**src/sv/lfu_pkg.sv**
```systemverilog
// ----------------------------------------------------------------------------
// lfu_pkg
// Shared types and constants of the LFU cache table: request and response
// items, and the command and status groups between controller and datapath.
// ----------------------------------------------------------------------------
`default_nettype none

package lfu_pkg;

  // Request item: operation 0 is a get, 1 is a put.
  typedef struct packed {
    logic               operation;
    logic signed [31:0] key;
    logic signed [31:0] value;
  } lfu_req_t;

  typedef struct packed {
    logic               hit;
    logic signed [31:0] read_value;
    logic               evicted;
    logic signed [31:0] evicted_key;
  } lfu_rsp_t;

  // Commands from the controller to the datapath.
  typedef struct packed {
    logic load;    // capture a request and restart the scan
    logic rd;      // issue one entry read and advance the scan address
    logic commit;  // apply the decision and load the response register
  } lfu_cmd_t;

  // Status from the datapath to the controller.
  typedef struct packed {
    logic rd_last;   // the scan address points at the last entry
    logic out_free;  // the response register can take a new item
  } lfu_status_t;

  localparam logic        OP_GET     = 1'b0;
  localparam logic        OP_PUT     = 1'b1;
  localparam logic [31:0] NOT_FOUND  = 32'hFFFF_FFFF;
  localparam logic [4:0]  CAP_RESET  = 5'd16;

endpackage : lfu_pkg

`default_nettype wire

```
**src/sv/lfu_ctrl.sv**
```systemverilog
// ----------------------------------------------------------------------------
// lfu_ctrl
// Sequencer of the LFU cache table: accepts a request, runs the entry scan,
// lets the read pipeline drain and commits once the response register is free.
// ----------------------------------------------------------------------------
`default_nettype none

module lfu_ctrl
  import lfu_pkg::*;
(
  input  wire logic        clk,
  input  wire logic        rst,
  input  wire logic        req_valid,
  output      logic        req_stall,
  output      lfu_cmd_t    cmd,
  input  wire lfu_status_t status
);

  typedef enum logic [3:0] {
    ST_IDLE   = 4'b0001,
    ST_SCAN   = 4'b0010,
    ST_DRAIN  = 4'b0100,
    ST_COMMIT = 4'b1000
  } state_t;

  state_t state;
  state_t state_next;

  always_comb begin
    state_next = state;
    cmd        = '0;
    req_stall  = 1'b1;
    unique case (state)
      ST_IDLE: begin
        req_stall = 1'b0;
        if (req_valid) begin
          cmd.load   = 1'b1;
          state_next = ST_SCAN;
        end
      end
      ST_SCAN: begin
        cmd.rd = 1'b1;
        if (status.rd_last) begin
          state_next = ST_DRAIN;
        end
      end
      ST_DRAIN: begin
        state_next = ST_COMMIT;
      end
      ST_COMMIT: begin
        if (status.out_free) begin
          cmd.commit = 1'b1;
          state_next = ST_IDLE;
        end
      end
      default: begin
        state_next = ST_IDLE;
      end
    endcase
  end

  always_ff @(posedge clk) begin
    if (rst) begin
      state <= ST_IDLE;
    end else begin
      state <= state_next;
    end
  end

endmodule : lfu_ctrl

`default_nettype wire

```
**src/sv/lfu_dp.sv**
```systemverilog
// ----------------------------------------------------------------------------
// lfu_dp
// Datapath of the LFU cache table: entry memories, valid bits, the scan that
// finds the key match, the eviction victim and the first free slot, the
// deferred recency-rank correction, and the response register.
// ----------------------------------------------------------------------------
`default_nettype none

module lfu_dp
  import lfu_pkg::*;
#(
  parameter int CAPACITY   = 16,
  parameter int COUNT_BITS = 16
)
(
  input  wire logic        clk,
  input  wire logic        rst,
  input  wire lfu_req_t    req,
  input  wire logic        cfg_we,
  input  wire logic [4:0]  cfg_data,
  input  wire lfu_cmd_t    cmd,
  output      lfu_status_t status,
  output      logic        rsp_valid,
  input  wire logic        rsp_stall,
  output      lfu_rsp_t    rsp
);

  localparam int IW   = (CAPACITY > 1) ? $clog2(CAPACITY) : 1;
  localparam int FW   = $clog2(CAPACITY + 1);
  localparam int CMPW = (FW > 5) ? FW : 5;

  // Configuration and captured request.
  logic [4:0]  cap_reg;
  lfu_req_t    item;

  // Entry storage.
  logic [31:0]           key_mem  [CAPACITY];
  logic [31:0]           val_mem  [CAPACITY];
  logic [COUNT_BITS-1:0] cnt_mem  [CAPACITY];
  logic [IW-1:0]         rank_mem [CAPACITY];
  logic [CAPACITY-1:0]   valid;

  // Read pipeline.
  logic [IW-1:0]         addr;
  logic                  dv;
  logic [IW-1:0]         d_idx;
  logic [31:0]           key_q;
  logic [31:0]           val_q;
  logic [COUNT_BITS-1:0] cnt_q;
  logic [IW-1:0]         rank_q;

  // Rank correction left behind by the previous request.
  logic                  pend_act;
  logic                  pend_all;
  logic [IW-1:0]         pend_thr;
  logic [IW-1:0]         pend_skip;

  // Scan results.
  logic                  m_found;
  logic [IW-1:0]         m_slot;
  logic [COUNT_BITS-1:0] m_cnt;
  logic [IW-1:0]         m_rank;
  logic [31:0]           m_val;
  logic                  v_found;
  logic [IW-1:0]         v_slot;
  logic [COUNT_BITS-1:0] v_cnt;
  logic [IW-1:0]         v_rank;
  logic [31:0]           v_key;
  logic                  f_found;
  logic [IW-1:0]         f_slot;
  logic [FW-1:0]         fill;

  // Combinational decision.
  logic                  valid_d;
  logic [IW-1:0]         rank_fix;
  logic                  is_match;
  logic                  is_victim;
  logic [CMPW-1:0]       cfg_ext;
  logic [FW-1:0]         cap_eff;
  logic                  is_get;
  logic                  cap_zero;
  logic                  touch;
  logic                  insert;
  logic                  do_evict;
  logic [IW-1:0]         ins_slot;
  logic [IW-1:0]         wr_slot;
  logic [COUNT_BITS-1:0] cnt_sat;
  logic [CAPACITY-1:0]   valid_next;
  lfu_rsp_t              result;

  // --------------------------------------------------------------------------
  // Configuration register.
  always_ff @(posedge clk) begin
    if (rst) begin
      cap_reg <= CAP_RESET;
    end else if (cfg_we) begin
      cap_reg <= cfg_data;
    end
  end

  always_comb begin
    cfg_ext = CMPW'(cap_reg);
    if (cfg_ext > CMPW'(CAPACITY)) begin
      cap_eff = FW'(CAPACITY);
    end else begin
      cap_eff = FW'(cfg_ext);
    end
  end

  // --------------------------------------------------------------------------
  // Scan address and registered memory reads.
  always_ff @(posedge clk) begin
    if (cmd.load) begin
      item <= req;
    end
    if (cmd.load) begin
      addr <= '0;
    end else if (cmd.rd) begin
      addr <= addr + IW'(1);
    end
    d_idx <= addr;
    if (cmd.rd) begin
      key_q  <= key_mem[addr];
      val_q  <= val_mem[addr];
      cnt_q  <= cnt_mem[addr];
      rank_q <= rank_mem[addr];
    end
  end

  always_ff @(posedge clk) begin
    if (rst) begin
      dv <= 1'b0;
    end else begin
      dv <= cmd.rd;
    end
  end

  assign status.rd_last  = (addr == IW'(CAPACITY - 1));
  assign status.out_free = !rsp_valid || !rsp_stall;

  // --------------------------------------------------------------------------
  // One entry per cycle: correct its rank, then check match and victim.
  always_comb begin
    valid_d = valid[d_idx];
    if (pend_act && (d_idx != pend_skip) && (pend_all || (rank_q < pend_thr))) begin
      rank_fix = rank_q + IW'(1);
    end else begin
      rank_fix = rank_q;
    end
    is_match  = valid_d && (key_q == item.key);
    is_victim = valid_d && (!v_found || (cnt_q < v_cnt) ||
                            ((cnt_q == v_cnt) && (rank_fix > v_rank)));
  end

  always_ff @(posedge clk) begin
    if (cmd.load) begin
      m_found <= 1'b0;
      v_found <= 1'b0;
      f_found <= 1'b0;
      fill    <= '0;
    end else if (dv) begin
      if (is_match) begin
        m_found <= 1'b1;
        m_slot  <= d_idx;
        m_cnt   <= cnt_q;
        m_rank  <= rank_fix;
        m_val   <= val_q;
      end
      if (is_victim) begin
        v_found <= 1'b1;
        v_slot  <= d_idx;
        v_cnt   <= cnt_q;
        v_rank  <= rank_fix;
        v_key   <= key_q;
      end
      if (!valid_d && !f_found) begin
        f_found <= 1'b1;
        f_slot  <= d_idx;
      end
      if (valid_d) begin
        fill <= fill + FW'(1);
      end
    end
  end

  // --------------------------------------------------------------------------
  // Decision at commit.
  always_comb begin
    is_get   = (item.operation == OP_GET);
    cap_zero = (cap_eff == '0);
    touch    = m_found && (is_get || !cap_zero);
    insert   = !is_get && !cap_zero && !m_found;
    do_evict = insert && v_found && (fill >= cap_eff);
    if (do_evict && !(f_found && (f_slot < v_slot))) begin
      ins_slot = v_slot;
    end else begin
      ins_slot = f_slot;
    end
    wr_slot = touch ? m_slot : ins_slot;
    cnt_sat = (m_cnt == '1) ? m_cnt : m_cnt + COUNT_BITS'(1);

    result.hit         = touch;
    result.read_value  = (touch && is_get) ? m_val : NOT_FOUND;
    result.evicted     = do_evict;
    result.evicted_key = do_evict ? v_key : '0;
  end

  // The victim is dropped first, so an insert into the same slot sets it again.
  always_comb begin
    valid_next = valid;
    if (do_evict) begin
      valid_next[v_slot] = 1'b0;
    end
    if (insert) begin
      valid_next[ins_slot] = 1'b1;
    end
  end

  // --------------------------------------------------------------------------
  // Memory writes. The rank memory takes the corrected ranks during the scan
  // and the rank of the touched or inserted entry at commit.
  always_ff @(posedge clk) begin
    if (dv) begin
      rank_mem[d_idx] <= rank_fix;
    end else if (cmd.commit && (touch || insert)) begin
      rank_mem[wr_slot] <= '0;
    end
    if (cmd.commit && insert) begin
      key_mem[wr_slot] <= item.key;
    end
    if (cmd.commit && (insert || (touch && !is_get))) begin
      val_mem[wr_slot] <= item.value;
    end
    if (cmd.commit && (touch || insert)) begin
      cnt_mem[wr_slot] <= touch ? cnt_sat : COUNT_BITS'(1);
    end
  end

  always_ff @(posedge clk) begin
    if (rst) begin
      valid    <= '0;
      pend_act <= 1'b0;
    end else if (cmd.commit) begin
      valid    <= valid_next;
      pend_act <= touch || insert;
    end
  end

  always_ff @(posedge clk) begin
    if (cmd.commit) begin
      pend_all  <= insert && !do_evict;
      pend_thr  <= touch ? m_rank : v_rank;
      pend_skip <= wr_slot;
    end
  end

  // --------------------------------------------------------------------------
  // Response register.
  always_ff @(posedge clk) begin
    if (rst) begin
      rsp_valid <= 1'b0;
    end else if (cmd.commit) begin
      rsp_valid <= 1'b1;
    end else if (!rsp_stall) begin
      rsp_valid <= 1'b0;
    end
  end

  always_ff @(posedge clk) begin
    if (cmd.commit) begin
      rsp <= result;
    end
  end

  // --------------------------------------------------------------------------
  // Assertions.
  a_commit_after_scan : assert property (@(posedge clk) disable iff (rst)
    cmd.commit |-> !dv && !cmd.rd)
    else $error("commit while the entry scan is still running");

  a_evict_clears : assert property (@(posedge clk) disable iff (rst)
    cmd.commit && do_evict && (ins_slot != v_slot) |=> !valid[$past(v_slot)])
    else $error("evicted entry is still valid");

  a_insert_sets : assert property (@(posedge clk) disable iff (rst)
    cmd.commit && insert |=> valid[$past(ins_slot)])
    else $error("inserted entry is not valid");

  a_get_keeps_valid : assert property (@(posedge clk) disable iff (rst)
    cmd.commit && is_get |=> $stable(valid))
    else $error("a get changed the valid bits");

endmodule : lfu_dp

`default_nettype wire

```
**src/sv/lfu_cache_table_unit.sv**
```systemverilog
// ----------------------------------------------------------------------------
// lfu_cache_table_unit
// Key/value table with least-frequently-used replacement and an LRU
// tie-break among entries of equal use count.
// ----------------------------------------------------------------------------
// Usage:
// A request item (get or put, key, value) enters on req when req_valid is high
// and req_stall is low. Every request yields exactly one response item on rsp
// (hit, read_value, evicted, evicted_key), handed over when rsp_valid is high
// and rsp_stall is low. The capacity register is written through cfg_valid /
// cfg_ready / cfg_data; cfg_ready is always high, and writes belong in idle
// periods between requests.
// Each request is served by one scan over all CAPACITY entries, one memory
// read per cycle, that finds the key, the eviction victim and the first free
// slot; the read pipeline then drains and a commit cycle writes the entry and
// loads the response register. A new request is taken only once the previous
// one has been committed.
// Synchronous reset clears all valid bits and sets the capacity to 16. If the
// receiver stalls, the response register holds its item; the next request may
// still be accepted and scanned, and its commit waits until the register is
// free.
// ----------------------------------------------------------------------------
`default_nettype none

module lfu_cache_table_unit
  import lfu_pkg::*;
#(
  parameter int CAPACITY   = 16,
  parameter int COUNT_BITS = 16
)
(
  input  wire logic       clk,
  input  wire logic       rst,
  input  wire logic       req_valid,
  output      logic       req_stall,
  input  wire lfu_req_t   req,
  output      logic       rsp_valid,
  input  wire logic       rsp_stall,
  output      lfu_rsp_t   rsp,
  input  wire logic       cfg_valid,
  output      logic       cfg_ready,
  input  wire logic [4:0] cfg_data
);

  lfu_cmd_t    cmd;
  lfu_status_t status;
  logic        cfg_we;

  // The capacity register can always take a write.
  assign cfg_ready = 1'b1;
  assign cfg_we    = cfg_valid && cfg_ready;

  // The controller sequences scan, drain and commit for one request at a time.
  lfu_ctrl u_ctrl (
    .clk       (clk),
    .rst       (rst),
    .req_valid (req_valid),
    .req_stall (req_stall),
    .cmd       (cmd),
    .status    (status)
  );

  // The datapath holds the table, the scan trackers and the response register.
  lfu_dp #(
    .CAPACITY   (CAPACITY),
    .COUNT_BITS (COUNT_BITS)
  ) u_dp (
    .clk       (clk),
    .rst       (rst),
    .req       (req),
    .cfg_we    (cfg_we),
    .cfg_data  (cfg_data),
    .cmd       (cmd),
    .status    (status),
    .rsp_valid (rsp_valid),
    .rsp_stall (rsp_stall),
    .rsp       (rsp)
  );

endmodule : lfu_cache_table_unit

`default_nettype wire
```
**config.mk**
```make
export PLATFORM = sky130hd
export DESIGN_NAME = lfu_cache_table_unit
export DESIGN_NICKNAME = d
export VERILOG_FILES = /design/src/sv/lfu_pkg.sv /design/src/sv/lfu_ctrl.sv /design/src/sv/lfu_dp.sv /design/src/sv/lfu_cache_table_unit.sv
export SDC_FILE = /design/constraint.sdc
export NUM_CORES = 2
export LEC_CHECK = 0
export ABC_AREA = 1
export BUFFER_PORTS_ARGS = -buffer_cell sky130_fd_sc_hd__buf_4
export CORE_UTILIZATION = 45
export DETAILED_ROUTE_END_ITERATION = 8
export PLACE_DENSITY = 0.57
export SYNTH_ARGS = -nofsm -noshare
export SYNTH_HDL_FRONTEND = slang
export SYNTH_SLANG_ARGS = --single-unit
```
**constraint.sdc**
```tcl
create_clock -name clk -period 16 [get_ports clk]
set_clock_uncertainty 0.05 [all_clocks]
set_input_delay 2.4 -clock clk [delete_from_list [all_inputs] [get_ports clk]]
set_output_delay 2.4 -clock clk [all_outputs]
set_load 0.05 [all_outputs]
```
==> impl_metrics.json <==
{
  "status": "finished, final reports clean",
  "synth_cell_types": 47,
  "fmax_mhz": 217,
  "clock_latency_ns": 0.83,
  "cp_cell_sequence": "buf_4 > buf_4 > buf_4 > o21ai_0 > o221ai_1 > nand3_1 > nand3_1",
  "ir_drop_mv": 0.0845,
  "grt_pass1_wl_um": 251000,
  "worstSetupPathType": "flop to flop",
  "drv_slew": 0,
  "top_regs": "u_dp.key_mem (512), u_dp.val_mem (512), u_dp.cnt_mem (256)",
  "rows": 141,
  "wl_per_cell_um": 23.9,
  "yosysSeqAreaShare_pct": 76.9,
  "worst_pin_slew_ns": 1.24,
  "fillerInstances": 12427,
  "cts_root_buf": "clkbuf_16",
  "r2r-start": "u_dp.addr[0]",
  "dp_hpwl_um": 87700,
  "die_area_um2": 150000,
  "p_per_area_nw_per_um2": 130,
  "synth_edf_count": 1684,
  "reg2regPathDepth": 7,
  "ios": 144,
  "worstSetupStartpoint": "u_dp.addr[0]",
  "period_minus_slack_ns": 4.60,
  "io_buffers": 142,
  "totalWireLength_um": 170000,
  "drt-initial-drc-count": 3769,
  "start_util_pct": 45.3,
  "drv_cap": 0,
  "ant_nets": 0,
  "antenna_found_initial": 2,
  "vias": 40208,
  "syn_nets": 5017,
  "fin_nets": 5113,
  "hold_viol_final": 0,
  "r2r_slack_ns": 11.40,
  "place_congestion": 0.824,
  "relSlewSlack_pct": 17.4,
  "grt_pass1_vias": 38533,
  "via_per_inst": 5.68,
  "crit_top_cell": "buf_4",
  "worstHoldStart": "u_dp.addr[3]",
  "hold_slack_ns": 0.357,
  "setup_tns_ns": 0,
  "syn_avg_cell_area_um2": 13.6,
  "gr-total-overflow": 0,
  "core_um2": 148000,
  "die_w_um": 387,
  "critPathArrivalTime_ns": 5.21,
  "finalPower_mw": 9.84,
  "yosysWarnings": 0,
  "grt_usage_pct": 22.4,
  "dpl_worst_slack_ns": 10.61,
  "postCtsHoldBufs": 0,
  "ys_async_sr_fraction_pct": 0,
  "hp-class": "flop to flop",
  "syn_to_final_growth_pct": 13.1,
  "die_y_um": 387,
  "end_kind": "flop",
  "drt_pass1_iterations": 5,
  "cp_max_fo": 98,
  "syn_inst": 4907,
  "cts_tree": "done",
  "numCtsBuffers": 178,
  "rsz0062_at_grt": "false",
  "grt_max_degree": 187,
  "whs_path_depth": 0,
  "setup_viol": 0,
  "clockBufferDepth": 3,
  "critical_path.max_stage_delay_ns": 0.89,
  "cts-htree-levels": 4,
  "start_kind": "flop",
  "syn_area_um2": 66900,
  "cellLeakagePower_nw": 24.9,
  "min_to": "u_dp.d_idx[3]",
  "crit_required_ns": 16.61,
  "ys.flop_type": "edfxtp_1",
  "rr_endpoint": "u_dp.val_q[17]",
  "ys_seq_elements": 1728,
  "path_clk_slew_ns": 0.06,
  "period_share_pct": 28.8,
  "cts.repair.resized": 0,
  "drive_gt1_share_pct": 10.9,
  "fin_ws_ns": 11.40,
  "cts_setup_buffers": 0,
  "critPathSlowestCell": "buf_4",
  "drc": 0,
  "cts_sinks": 1728
}
==> synthesized netlist by cell type (2+ instances only) <==
cell type | instances | share of area [%]
nand4_1 | 12 | 0.11
a211oi_1 | 4 | 0.045
nand2_1 | 363 | 2.0
o22ai_1 | 205 | 1.9
nand2_2 | 9 | 0.084
nor2_4 | 12 | 0.20
edfxtp_1 | 1684 | 76
o31ai_1 | 3 | 0.034
nor2_1 | 816 | 4.6
nor4_1 | 4 | 0.037
buf_1 | 14 | 0.079
o211ai_1 | 41 | 0.46
nor2_2 | 2 | 0.019
o221ai_1 | 134 | 1.8
nand3_2 | 8 | 0.12
nand3_4 | 2 | 0.052
buf_4 | 4 | 0.045
buf_2 | 23 | 0.17
inv_1 | 200 | 1.1
inv_2 | 7 | 0.039
clkbuf_1 | 247 | 1.4
dfxtp_1 | 44 | 1.3
nor3b_1 | 3 | 0.034
nor3_1 | 9 | 0.067
xnor2_1 | 22 | 0.29
a21oi_1 | 49 | 0.37
o21ai_0 | 715 | 5.4
ha_1 | 35 | 0.65
nand3_1 | 190 | 1.4
nand2_4 | 4 | 0.067
or2_2 | 5 | 0.047
xor2_1 | 15 | 0.20
a31oi_1 | 5 | 0.047
clkinv_1 | 2 | 0.011
o21a_1 | 3 | 0.034
==> area by class of cell <==
class / count / area, um2 / area share, %
tap: 1930 / 2410 / 3.19
sequential: 1728 / 51500 / 68.0
multi-input combinational: 2681 / 13700 / 18.1
inverter: 209 / 808 / 1.07
antenna: 1 / 2.50 / 0.00331
clock inverter: 104 / 988 / 1.31
clock buffer: 222 / 4670 / 6.18
timing repair buffer: 205 / 1580 / 2.08
==> report_power, final <==
group	switching, mW	leakage [nW]	internal [mW]	total (mW)
clock	1.74	2.75	2.29	4.03
sequential	0.0882	15.5	5.02	5.11
combinational	0.495	6.65	0.201	0.696
==> layout by cell type, fill, tap and decap left out, types with 4 or more instances in the layout <==
cell        count
a31oi_1         5
clkbuf_16     180
clkbuf_1       41
a21oi_1        48
inv_1         182
clkinv_2       30
nor2_4         32
nand3_2         8
o211ai_1       41
buf_4         202
nor2_1        781
nand2_4         4
clkinv_1       43
clkinvlp_4      4
clkinv_8        8
nor3_1          7
ha_1           35
nand2_1       363
nor4_1          4
nand2_2         9
inv_2          20
dfxtp_1        41
or2_2           5
xor2_1         15
o21ai_0       715
nor2_2         17
xnor2_1        22
bufinv_16      13
nand3_1       190
o221ai_1      134
nand4_1        12
o22ai_1       205
edfxtp_1     1684
==> worst max path at each step <==
stage,depth (start not counted),endpoint
2_1_floorplan,8,u_dp.addr[3]
3_3_place_gp,7,u_dp.rank_mem[3][1]
3_5_place_dp,7,u_dp.rank_mem[4][3]
4_1_cts,7,u_dp.val_q[17]
5_1_grt,7,u_dp.val_q[16]
6_report,7,u_dp.val_q[17]
==> cells by family after synthesis <==
group | Yosys count | synth area share [%]
buffers and inverters | 498 | 2.87
DFF | 1728 | 76.9
and+or+nand+nor | 1442 | 8.93
other | 1 | 0.00561
adders and majority gates | 35 | 0.655
AOI/OAI and AO/OA | 1166 | 10.1
xor gates and xnor gates | 37 | 0.485
==> worst max-delay path, delay by kind of cell, from the launching register on <==
family / cells / cell delay, ns
compound gates: 2 / 0.50
simple gates: 2 / 0.31
buf+inv: 3 / 2.55
flops: 1 / 0.82
==> per-layer routing <==
layer	wire length, um	global-route usage (%)
met5	0	0
met4	3420	5.80
met1	75500	32.1
met2	80200	35.6
met3	10400	3.77
==> metrics by stage <==
step	utilization, %	std cells	cell area [um2]
final	51.2	7080	75600
after global routing	51.2	7079	75600
after CTS	51.2	7079	75600
after detailed placement	47.4	6753	70000
after global placement	47.4	6753	70000
after floorplan	-	4907	66900
Note: power is estimated with default switching activity, not from simulation.
